**config.mk**
```make
export PLATFORM = sky130hd
export DESIGN_NAME = wav_header_parser_core_flat
export DESIGN_NICKNAME = d
export VERILOG_FILES = /design/src/design/wavhp_pkg.sv /design/src/design/wavhp_in_if.sv /design/src/design/wavhp_out_if.sv /design/src/design/wav_header_parser_core.sv /design/src/design/wavhp_step.sv /design/src/flat_wrapper.sv
export SDC_FILE = /design/constraint.sdc
export NUM_CORES = 1
export LEC_CHECK = 0
export ABC_CLOCK_PERIOD_IN_PS = 12100
export BUFFER_PORTS_ARGS = -buffer_cell sky130_fd_sc_hd__buf_2
export CAP_MARGIN = 20
export CORE_AREA = 3 3 189 191
export DETAILED_ROUTE_END_ITERATION = 6
export DIE_AREA = 0 0 192 194
export PLACE_DENSITY = 0.7
export SYNTH_ARGS = -nofsm -noshare
export SYNTH_HDL_FRONTEND = slang
export SYNTH_SLANG_ARGS = --single-unit
```
**constraint.sdc**
```tcl
create_clock -name clk -period 12.1 [get_ports clk]
set_input_delay 1.21 -clock clk [delete_from_list [all_inputs] [get_ports clk]]
set_output_delay 1.21 -clock clk [all_outputs]
set_load 0.03 [all_outputs]
```
**src/design/wavhp_pkg.sv**
```systemverilog
package wavhp_pkg;

  // Subchunk tags as they sit in the gather word (little-endian ASCII)
  localparam logic [31:0] TAG_RIFF = 32'h4646_4952;
  localparam logic [31:0] TAG_WAVE = 32'h4556_4157;
  localparam logic [31:0] TAG_FMT  = 32'h2074_6D66;
  localparam logic [31:0] TAG_DATA = 32'h6174_6164;
  localparam logic [31:0] FMT_BODY_LEN = 32'd16;

  localparam logic [3:0] ST_OK       = 4'd0;
  localparam logic [3:0] ST_BAD_RIFF = 4'd1;
  localparam logic [3:0] ST_FMT_SIZE = 4'd2;
  localparam logic [3:0] ST_FORMAT   = 4'd3;
  localparam logic [3:0] ST_CHANNELS = 4'd4;
  localparam logic [3:0] ST_RATE     = 4'd5;
  localparam logic [3:0] ST_BITS     = 4'd6;
  localparam logic [3:0] ST_NO_FMT   = 4'd7;
  localparam logic [3:0] ST_TRUNC    = 4'd8;

  localparam logic [1:0] REG_FORMAT   = 2'd0;
  localparam logic [1:0] REG_CHANNELS = 2'd1;
  localparam logic [1:0] REG_RATE     = 2'd2;
  localparam logic [1:0] REG_BITS     = 2'd3;

  localparam logic [15:0] RST_FORMAT   = 16'd1;
  localparam logic [15:0] RST_CHANNELS = 16'd1;
  localparam logic [31:0] RST_RATE     = 32'd22050;
  localparam logic [15:0] RST_BITS     = 16'd8;

  typedef enum logic [4:0] {
    PH_RIFF = 5'b00001,
    PH_HDR  = 5'b00010,
    PH_FMT  = 5'b00100,
    PH_SKIP = 5'b01000,
    PH_DONE = 5'b10000
  } phase_t;

  typedef struct packed {
    phase_t      phase;
    logic [3:0]  cnt;
    logic [31:0] gather;
    logic [31:0] tag;      // holds the first failing status during the fmt body
    logic [31:0] skip;
    logic [31:0] pos;
    logic        fmt_seen;
  } parse_state_t;

  localparam parse_state_t PARSE_RESET = '{
    phase:    PH_RIFF,
    cnt:      4'd0,
    gather:   32'd0,
    tag:      32'd0,
    skip:     32'd0,
    pos:      32'd0,
    fmt_seen: 1'b0
  };

  typedef struct packed {
    logic [15:0] format;
    logic [15:0] channels;
    logic [31:0] rate;
    logic [15:0] bits;
  } cfg_t;

  typedef struct packed {
    logic [3:0]  status;
    logic [31:0] data_offset;
    logic [31:0] data_size;
  } result_t;

endpackage

```
**src/design/wavhp_in_if.sv**
```systemverilog
interface wavhp_in_if;
  logic       valid;
  logic       ready;
  logic [7:0] data_byte;
  logic       first_byte;
  logic       last_byte;

  modport source (output valid, output data_byte, output first_byte, output last_byte,
                  input ready);
  modport sink (input valid, input data_byte, input first_byte, input last_byte,
                output ready);
endinterface

```
**src/design/wavhp_out_if.sv**
```systemverilog
interface wavhp_out_if;
  logic        valid;
  logic        ready;
  logic [3:0]  status;
  logic [31:0] data_offset;
  logic [31:0] data_size;

  modport source (output valid, output status, output data_offset, output data_size,
                  input ready);
  modport sink (input valid, input status, input data_offset, input data_size,
                output ready);
endinterface

```
**src/design/wav_header_parser_core.sv**
```systemverilog
// RIFF/WAVE header parser, one file byte per word on in_chan.
// The status word for the byte that ends the parse is registered into the output stage.
// Throughput: one byte per cycle while skid is empty; the parse step is one registered pass.
// A two-entry output stage (register plus skid) lets input keep flowing while a result waits.
// Synchronous active-low reset: parse restarts at the RIFF tag, config regs return to
// format 1, 1 channel, 22050 Hz, 8 bits.
module wav_header_parser_core (
  input  logic             clk,
  input  logic             rst_n,
  wavhp_in_if.sink         in_chan,
  wavhp_out_if.source      out_chan,
  input  logic             cfg_we,
  input  logic [1:0]       cfg_index,
  input  logic [31:0]      cfg_wdata
);

  wavhp_pkg::cfg_t         cfg_r;
  wavhp_pkg::parse_state_t state_r;
  wavhp_pkg::parse_state_t state_nxt;
  wavhp_pkg::result_t      res;
  wavhp_pkg::result_t      out_r;
  wavhp_pkg::result_t      skid_r;
  logic                    res_valid;
  logic                    out_v_r;
  logic                    skid_v_r;
  logic                    in_fire;
  logic                    out_fire;

  assign in_chan.ready = !skid_v_r;
  assign in_fire       = in_chan.valid && !skid_v_r;
  assign out_fire      = out_v_r && out_chan.ready;

  assign out_chan.valid       = out_v_r;
  assign out_chan.status      = out_r.status;
  assign out_chan.data_offset = out_r.data_offset;
  assign out_chan.data_size   = out_r.data_size;

  wavhp_step u_step (
    .cur        (state_r),
    .cfg        (cfg_r),
    .data_byte  (in_chan.data_byte),
    .first_byte (in_chan.first_byte),
    .last_byte  (in_chan.last_byte),
    .nxt        (state_nxt),
    .res_valid  (res_valid),
    .res        (res)
  );

  always_ff @(posedge clk) begin
    if (!rst_n) begin
      cfg_r.format   <= wavhp_pkg::RST_FORMAT;
      cfg_r.channels <= wavhp_pkg::RST_CHANNELS;
      cfg_r.rate     <= wavhp_pkg::RST_RATE;
      cfg_r.bits     <= wavhp_pkg::RST_BITS;
    end else if (cfg_we) begin
      unique case (cfg_index)
        wavhp_pkg::REG_FORMAT:   cfg_r.format   <= cfg_wdata[15:0];
        wavhp_pkg::REG_CHANNELS: cfg_r.channels <= cfg_wdata[15:0];
        wavhp_pkg::REG_RATE:     cfg_r.rate     <= cfg_wdata;
        wavhp_pkg::REG_BITS:     cfg_r.bits     <= cfg_wdata[15:0];
        default: ;
      endcase
    end
  end

  always_ff @(posedge clk) begin
    if (!rst_n) begin
      state_r <= wavhp_pkg::PARSE_RESET;
    end else if (in_fire) begin
      state_r <= state_nxt;
    end
  end

  // output register with skid; input stalls only while the skid entry is full
  always_ff @(posedge clk) begin
    if (!rst_n) begin
      out_v_r  <= 1'b0;
      skid_v_r <= 1'b0;
    end else if (skid_v_r) begin
      if (out_fire) begin
        skid_v_r <= 1'b0;
      end
    end else if (in_fire && res_valid) begin
      if (!out_v_r || out_fire) begin
        out_v_r <= 1'b1;
      end else begin
        skid_v_r <= 1'b1;
      end
    end else if (out_fire) begin
      out_v_r <= 1'b0;
    end
  end

  always_ff @(posedge clk) begin
    if (skid_v_r) begin
      if (out_fire) out_r <= skid_r;
    end else if (in_fire && res_valid) begin
      if (!out_v_r || out_fire) out_r <= res;
      else skid_r <= res;
    end
  end

endmodule

```
**src/design/wavhp_step.sv**
```systemverilog
module wavhp_step (
  input  wavhp_pkg::parse_state_t cur,
  input  wavhp_pkg::cfg_t         cfg,
  input  logic [7:0]              data_byte,
  input  logic                    first_byte,
  input  logic                    last_byte,
  output wavhp_pkg::parse_state_t nxt,
  output logic                    res_valid,
  output wavhp_pkg::result_t      res
);

  wavhp_pkg::parse_state_t s;
  logic [31:0] gw;
  logic [15:0] half;
  logic [3:0]  cnt;
  logic [31:0] tag;
  logic        emit;

  always_comb begin
    s    = first_byte ? wavhp_pkg::PARSE_RESET : cur;
    nxt  = s;
    res  = '0;
    emit = 1'b0;
    gw   = {data_byte, s.gather[31:8]};
    half = gw[31:16];
    cnt  = s.cnt;
    tag  = s.tag;

    if (s.phase != wavhp_pkg::PH_DONE) begin
      nxt.gather = gw;
      unique case (s.phase)
        wavhp_pkg::PH_RIFF: begin
          if (cnt == 4'd3 && gw != wavhp_pkg::TAG_RIFF) begin
            emit       = 1'b1;
            res.status = wavhp_pkg::ST_BAD_RIFF;
          end else if (cnt == 4'd11) begin
            if (gw != wavhp_pkg::TAG_WAVE) begin
              emit       = 1'b1;
              res.status = wavhp_pkg::ST_BAD_RIFF;
            end else begin
              nxt.phase = wavhp_pkg::PH_HDR;
              cnt       = 4'hF;
            end
          end
        end
        wavhp_pkg::PH_HDR: begin
          if (cnt == 4'd3) begin
            nxt.tag = gw;
          end else if (cnt == 4'd7) begin
            if (s.tag == wavhp_pkg::TAG_FMT) begin
              if (gw != wavhp_pkg::FMT_BODY_LEN) begin
                emit       = 1'b1;
                res.status = wavhp_pkg::ST_FMT_SIZE;
              end else begin
                nxt.phase = wavhp_pkg::PH_FMT;
                nxt.tag   = 32'd0;
                cnt       = 4'hF;
              end
            end else if (s.tag == wavhp_pkg::TAG_DATA) begin
              emit = 1'b1;
              if (s.fmt_seen) begin
                res.status      = wavhp_pkg::ST_OK;
                res.data_offset = s.pos + 32'd1;
                res.data_size   = gw;
              end else begin
                res.status = wavhp_pkg::ST_NO_FMT;
              end
            end else begin
              nxt.skip  = gw;
              nxt.phase = (gw != 32'd0) ? wavhp_pkg::PH_SKIP : wavhp_pkg::PH_HDR;
              cnt       = 4'hF;
            end
          end
        end
        wavhp_pkg::PH_FMT: begin
          // first failing field wins; verdict only after the whole body
          if (tag == 32'd0) begin
            if (cnt == 4'd1 && half != cfg.format)
              tag = {28'd0, wavhp_pkg::ST_FORMAT};
            else if (cnt == 4'd3 && half != cfg.channels)
              tag = {28'd0, wavhp_pkg::ST_CHANNELS};
            else if (cnt == 4'd7 && gw != cfg.rate)
              tag = {28'd0, wavhp_pkg::ST_RATE};
            else if (cnt == 4'd15 && half != cfg.bits)
              tag = {28'd0, wavhp_pkg::ST_BITS};
          end
          if (cnt == 4'd15) begin
            if (tag != 32'd0 && !last_byte) begin
              emit       = 1'b1;
              res.status = tag[3:0];
            end else if (tag == 32'd0) begin
              nxt.fmt_seen = 1'b1;
              nxt.phase    = wavhp_pkg::PH_HDR;
            end
            tag = 32'd0;
          end
          nxt.tag = tag;
        end
        wavhp_pkg::PH_SKIP: begin
          nxt.skip = s.skip - 32'd1;
          if (s.skip == 32'd1) nxt.phase = wavhp_pkg::PH_HDR;
          cnt = 4'hF;
        end
        default: begin
          nxt.phase = wavhp_pkg::PH_DONE;
        end
      endcase

      nxt.cnt = cnt + 4'd1;
      if (!emit && last_byte) begin
        emit       = 1'b1;
        res        = '0;
        res.status = wavhp_pkg::ST_TRUNC;
      end
      nxt.pos = s.pos + 32'd1;
      if (emit) nxt.phase = wavhp_pkg::PH_DONE;
    end
    res_valid = emit;
  end

endmodule
```
**src/flat_wrapper.sv**
```systemverilog
// flat-port wrapper written by rule: the top's interface ports become plain ports
module wav_header_parser_core_flat 
  (clk, rst_n, cfg_we, cfg_index, cfg_wdata, in_chan_valid, in_chan_data_byte, in_chan_first_byte, in_chan_last_byte, in_chan_ready, out_chan_valid, out_chan_status, out_chan_data_offset, out_chan_data_size, out_chan_ready);
  wavhp_in_if in_chan_i ();
  wavhp_out_if out_chan_i ();
  input  logic clk;
  input  logic rst_n;
  input  logic cfg_we;
  input  logic [1:0] cfg_index;
  input  logic [31:0] cfg_wdata;
  input wire logic [$bits(in_chan_i.valid)-1:0] in_chan_valid;
  input wire logic [$bits(in_chan_i.data_byte)-1:0] in_chan_data_byte;
  input wire logic [$bits(in_chan_i.first_byte)-1:0] in_chan_first_byte;
  input wire logic [$bits(in_chan_i.last_byte)-1:0] in_chan_last_byte;
  output wire logic [$bits(in_chan_i.ready)-1:0] in_chan_ready;
  output wire logic [$bits(out_chan_i.valid)-1:0] out_chan_valid;
  output wire logic [$bits(out_chan_i.status)-1:0] out_chan_status;
  output wire logic [$bits(out_chan_i.data_offset)-1:0] out_chan_data_offset;
  output wire logic [$bits(out_chan_i.data_size)-1:0] out_chan_data_size;
  input wire logic [$bits(out_chan_i.ready)-1:0] out_chan_ready;
  assign in_chan_i.valid = in_chan_valid;
  assign in_chan_i.data_byte = in_chan_data_byte;
  assign in_chan_i.first_byte = in_chan_first_byte;
  assign in_chan_i.last_byte = in_chan_last_byte;
  assign in_chan_ready = in_chan_i.ready;
  assign out_chan_valid = out_chan_i.valid;
  assign out_chan_status = out_chan_i.status;
  assign out_chan_data_offset = out_chan_i.data_offset;
  assign out_chan_data_size = out_chan_i.data_size;
  assign out_chan_i.ready = out_chan_ready;
  wav_header_parser_core u_core (.clk(clk), .rst_n(rst_n), .in_chan(in_chan_i), .out_chan(out_chan_i), .cfg_we(cfg_we), .cfg_index(cfg_index), .cfg_wdata(cfg_wdata));
endmodule
```
==> impl_metrics.yaml, run 1 <==
yosys:
  synth-seq-cells: 348
  synthFlopType: "dfxtp_1"
  synth_cells: 2117
  synth_cell_type_count: 83
  netlist_area_sq_um: 17980
  async_flop_share_pct: 0
  yosysWarningCount: 0
  synth_nets: 2170
  ys_seq_area_share_pct: 46.31
  synth_enable_flop_cells: 136
  syn_area_per_cell_sq_um: 8.495
drt:
  dr.first_iter.drc_count: 1792
  num_vias: 16460
  dr.pass1.iters: 6
  drt_wl_total_um: 55440
  viasPerCell: 6.278
  wl_per_cell_um: 21.14
  drc: 0
  drtAntennaViolNets: 0
power_and_ir_drop:
  p_leak_uw: 0.006952
  p_per_area_nw_per_um2: 134.3
  combPwrFrac_pct: 7.9
  p_seq_share_pct: 47.0
  ir_worst_vdd_uv: 87.99
  p_switching_uw: 656.2
  clkPwrFrac_pct: 45.0
  internal-power_uw: 2042
  swShare_pct: 24.32
grt:
  track_usage_pct: 28.97
  grt_overflow: 0
  first_global_vias: 15530
  grt_max_degree: 86
  antenna_found_initial: 0
  grt_pass1_wl_um: 86840
clocking:
  cts_tree: "done"
  htree_levels: 2
  cts_buffer_depth: 3
  post-cts-setup-buffers: 0
  clock-sinks: 348
  clkLatencyLatePin_ps: 530
  cts_buffers: 38
  hold_buffers: 0
  cts.repair.resized: 0
  root_buffer: "clkbuf_16"
  clk_pin_slew_ps: 60
flow_run:
  maxCapViolCount: 0
floorplan:
  die_area_sq_um: 37250
  rows: 68
  core-area_sq_um: 34290
  fp.dieW_um: 192
  pin_count: 119
  initial_core_util_pct: 52.45
  die_h_um: 194
timing:
  finalCritPeriodShare_pct: 46.13
  clock_skew_ps: 20.65
  period_minus_slack_ps: 5582
  fmax_mhz: 179.1
  tns_ps: 0
  rsz0062_at_grt: "false"
  setup_viol: 0
  worst_slew_pin_slew_ps: 1021
  max_slew_margin_pct: 31.81
  drv_slew: 0
  finalHoldViolCount: 0
critical_path:
  cp.arrival_ps: 5780
  cp_max_fo: 63
  crit_top_cell: "buf_4"
  slowest_delay_ps: 610
  endpoint_kind: "flip-flop"
  cp.required_ps: 12300
  path_class: "primary input to flip-flop"
  slowest_stage: "buf_4"
  startpoint_type: "primary input"
  path_cells: "buf_4 -> buf_4 -> clkinv_1 -> buf_4 -> o21ai_0 -> nand4_1 -> or4b_4 -> o31ai_4 -> a31oi_2 -> nor4b_4 -> nor2_2 -> o31a_2 -> buf_4"
final_layout:
  drive_gt1_share_pct: 12.37
  layout_common_cells: "nand2_1 (389), dfxtp_1 (211), a21oi_1 (193)"
  design_area_sq_um: 20090
  nets: 2189
  mostFrequentLayoutCell: "nand2_1"
  area_growth_pct: 11.72
status:
  status: "complete, no violations"
min_path:
  min_path_type: "flip-flop to flip-flop"
placed_design:
  gp_congestion: 0.9684
  dp_hpwl_um: 36430
  io_buffers: 118
  place_area_sq_um: 18720
==> per-layer routing <==
layer | vias up | GRT usage (%) | routed length (um)
met5 | - | 0 | 0
met2 | 759 | 46.47 | 25600
met4 | 0 | 14.36 | 2873
met3 | 169 | 4.357 | 4145
met1 | 7906 | 38.21 | 22820
li1 | 7626 | - | -
==> layout make-up <==
| cell class | instances | area (sq um) |
|---|---|---|
| clock inverters | 12 | 138.9 |
| repair buffers | 150 | 858.3 |
| well taps | 455 | 569.3 |
| inverters | 18 | 70.07 |
| multi-input cells | 1580 | 8942 |
| flip-flops and latches | 348 | 8329 |
| fillers | 3046 | 14200 |
| clock buffers | 58 | 1181 |
| diodes | 1 | 2.502 |
==> stage by stage <==
| stage | util, % | total power (uW) | setup WS (ps) | std cells | hold slack [ps] |
|---|---|---|---|---|---|
| finish | 58.60 | 2699 | 6518 | 2622 | 457.3 |
| global route | 58.59 | 2777 | 6251 | 2621 | 486.8 |
| CTS | 58.44 | 2711 | 6633 | 2617 | 462.7 |
| detailed placement | 54.59 | 1502 | 6087 | 2547 | 453.5 |
| global placement | 54.56 | 1499 | 6193 | 2546 | 440.7 |
| floorplan | - | 1428 | 1430 | 2117 | 427.3 |
==> cells in the mapped netlist, types with 32 or more instances <==
cell type	number	area, sq um
a21oi_1	193	965.9
a22oi_1	33	247.7
a31oi_1	41	256.5
and3_1	32	200.2
clkbuf_1	145	544.3
dfxtp_1	212	4244
edfxtp_1	136	4084
nand2_1	390	1464
nand3_1	67	335.3
nor2_1	186	698.2
nor2b_1	33	206.5
nor3_1	42	210.2
o21ai_0	130	650.6
o31ai_1	42	315.3
xnor2_1	55	481.7
xor2_1	37	324.1
==> worst max-delay path: cells and delay by family <==
kind	cells	cell delay [ps]
buffers and inverters	5	2010
AND/OR/NAND/NOR	4	1250
AO/OA/AOI/OAI	4	1180
==> registers in the layout, summed over array words and instances (netlist names) <==
signal,flops
u_core.cfg_r,80
u_core.out_chan.data_offset,32
u_core.out_chan.data_size,32
u_core.out_chan.status,4
u_core.out_chan.valid,1
u_core.skid_r,68
u_core.skid_v_r,1
u_core.state_r,130
==> power groups by stage <==
stage          Clock (uW)  Combinational [uW]  Sequential (uW)
6_report             1220                 214             1270
5_1_grt              1280                 231             1270
4_1_cts              1230                 210             1270
3_5_place_dp            0                 209             1290
3_3_place_gp            0                 206             1290
2_1_floorplan           0                 126             1300
==> worst paths after layout <==
kind,slack [ps],from,endpoint,cells after the start
setup reg to reg,7580,u_core.state_r[122]$_SDFFE_PN0P_,u_core.out_chan.data_size[24]$_DFFE_PP_,10
hold reg to reg,460,u_core.state_r[0]$_SDFFE_PN0P_,u_core.state_r[0]$_SDFFE_PN0P_,2
hold / removal,460,u_core.state_r[0]$_SDFFE_PN0P_,u_core.state_r[0]$_SDFFE_PN0P_,2
setup / recovery,6520,in_chan_first_byte,u_core.out_chan.data_size[24]$_DFFE_PP_,13
==> logic make-up (layout without fill, tap and decap cells) <==
logic type / after synthesis / after routing / share of synthesized area (%)
AND/OR/NAND/NOR: 895 / 895 / 23.47
AO/OA/AOI/OAI: 546 / 546 / 18.76
flip-flops: 348 / 348 / 46.31
buffers and inverters: 189 / 238 / 4.139
XOR/XNOR: 92 / 92 / 4.480
multiplexers: 43 / 43 / 2.567
adder cells (fa/ha/maj): 4 / 4 / 0.2783
other: 0 / 1 / 0
Note: power is estimated with default switching activity, not from simulation.
==> run 2: changes to the inputs <==
--- a/config.mk
+++ b/config.mk
@@ -5,13 +5,13 @@
 export SDC_FILE = /design/constraint.sdc
 export NUM_CORES = 1
 export LEC_CHECK = 0
-export ABC_CLOCK_PERIOD_IN_PS = 12100
+export ABC_CLOCK_PERIOD_IN_PS = 5100
 export BUFFER_PORTS_ARGS = -buffer_cell sky130_fd_sc_hd__buf_2
 export CAP_MARGIN = 20
 export CORE_AREA = 3 3 189 191
 export DETAILED_ROUTE_END_ITERATION = 6
 export DIE_AREA = 0 0 192 194
-export PLACE_DENSITY = 0.7
+export PLACE_DENSITY = 0.73
 export SYNTH_ARGS = -nofsm -noshare
 export SYNTH_HDL_FRONTEND = slang
 export SYNTH_SLANG_ARGS = --single-unit
==> constraint.sdc (replaced) <==
create_clock -name clk -period 5.1 [get_ports clk]
set_input_delay 0.51 -clock clk [delete_from_list [all_inputs] [get_ports clk]]
set_output_delay 0.51 -clock clk [all_outputs]
set_load 0.03 [all_outputs]
==> impl_metrics.yaml, run 2 (synthesis gave the netlist of run 1 again) <==
status:
  status: "complete, no violations"
final_layout:
  area_growth_pct: 12.52
  largest_register_ffs: 130
  reg.largest.list: "u_core.state_r (130), u_core.cfg_r (80), u_core.skid_r (68)"
  top_register: "u_core.state_r"
  nets: 2201
  multi_input_area_sq_um: 8951
  layout_common_cells: "nand2_1 (389), dfxtp_1 (211), a21oi_1 (193)"
  fill_cells: 3003
  regArea_sq_um: 8329
  drive_gt1_share_pct: 12.90
  mostFrequentLayoutCell: "nand2_1"
grt:
  track_usage_pct: 29.13
  first_global_vias: 15390
  antenna_found_initial: 0
  grt_max_degree: 125
  grt_pass1_wl_um: 86710
  grt_overflow: 0
timing:
  max_slew_margin_pct: 31.86
  fmax_mhz: 240.5
  finalCritPeriodShare_pct: 81.52
  finalHoldViolCount: 0
  tns_ps: 0
  clock_skew_ps: 18.92
  rsz0062_at_grt: "false"
  period_minus_slack_ps: 4157
  setup_viol: 0
  drv_slew: 0
  worst_slew_pin_slew_ps: 1018
clocking:
  cts_tree: "done"
  cts.repair.resized: 0
  htree_levels: 2
  clkLatencyLatePin_ps: 550
  clock-sinks: 348
  root_buffer: "clkbuf_16"
  post-cts-setup-buffers: 0
  hold_buffers: 0
  cts_buffer_depth: 3
  cts_buffers: 38
  clk_pin_slew_ps: 60
drt:
  drtAntennaViolNets: 0
  num_vias: 16550
  drc: 0
  viasPerCell: 6.284
  dr.pass1.iters: 6
  dr.first_iter.drc_count: 1659
  drt_wl_total_um: 55710
  wl_per_cell_um: 21.15
critical_path:
  path_class: "flip-flop to flip-flop"
  endpoint_kind: "flip-flop"
  startpoint_type: "flip-flop"
  cp.required_ps: 5270
  cp_max_fo: 68
  slowest_delay_ps: 750
  critPathLaunch: "u_core.state_r[122]$_SDFFE_PN0P_"
  path_buf_inv: 1
  path_cells: "nor4bb_1 -> a31oi_1 -> o32ai_1 -> or4b_4 -> o31ai_4 -> a31oi_2 -> nor4b_4 -> nor2_2 -> o31a_2 -> buf_4"
  cp.arrival_ps: 4330
  slowest_stage: "dfxtp_1"
  timing.rr.start: "u_core.state_r[122]$_SDFFE_PN0P_"
  crit_family: "simple AND/OR/NAND/NOR gates"
min_path:
  hold_path.startpoint: "cfg_wdata[28]"
  min_path_type: "primary input to flip-flop"
power_and_ir_drop:
  p_leak_uw: 0.007034
  ir_worst_vdd_uv: 286.9
  p_per_area_nw_per_um2: 318.6
  power.total_uw: 6446
placed_design:
  dp_hpwl_um: 37950
  gp_congestion: 0.9724
  io_buffers: 118
floorplan:
  pin_count: 119
  fp.dieW_um: 192
  die_h_um: 194
  core-area_sq_um: 34290
  die_area_sq_um: 37250
  rows: 68
  initial_core_util_pct: 52.45
flow_run:
  maxCapViolCount: 0
==> run 2: cell type report <==
cell class	instances	area share (%)
repair buffers	162	4.885
inverters	18	0.3463
multi-input cells	1580	44.23
flip-flops and latches	348	41.16
clock inverters	19	1.354
well taps	455	2.813
diodes	1	0.01237
clock buffers	51	5.194
==> run 2: metal layers <==
layer / GRT usage [%] / routed length [um] / vias to the layer above
met2: 45.83 / 25570 / 821
met5: 0 / 0 / -
met3: 4.502 / 4348 / 170
met1: 39.44 / 23100 / 7908
met4: 13.65 / 2691 / 0
li1: - / - / 7654
==> run 2: path summary, 6_finish.rpt <==
kind | cells after the start | endpoint | slack, ps
worst max-delay path | 10 | u_core.out_chan.data_size[24]$_DFFE_PP_ | 940
worst max register to register | 10 | u_core.out_chan.data_size[24]$_DFFE_PP_ | 940
worst min register to register | 2 | u_core.cfg_r[72]$_SDFFE_PN0P_ | 470
worst min-delay path | 3 | u_core.cfg_r[44]$_SDFFE_PN0P_ | 210
==> run 2: report_power, final <==
part,internal [uW],switching [uW]
Sequential,2950,61.8
Combinational,154,359
Clock,1770,1160
Total,4870,1580
==> run 2: stage by stage <==
stage                     setup WS, ps  cell area [sq um]  hold WS [ps]  util, %  std cells
after floorplan                  149.4              18000         427.3        -       2117
after global placement           906.2              18850         438.4    54.96       2560
after detailed placement         788.3              18870         460.2    55.04       2561
after CTS                        991.4              20200         194.0    58.91       2631
after global routing             723.2              20230         212.4    59.01       2633
final                            942.5              20240         212.9    59.02       2634
==> run 2: tightest hold or removal path, delay by kind of cell <==
| family | cells | cell delay [ps] |
|---|---|---|
| buffers and inverters | 1 | 100 |
| AND/OR/NAND/NOR | 1 | 50 |
| AO/OA/AOI/OAI | 1 | 50 |
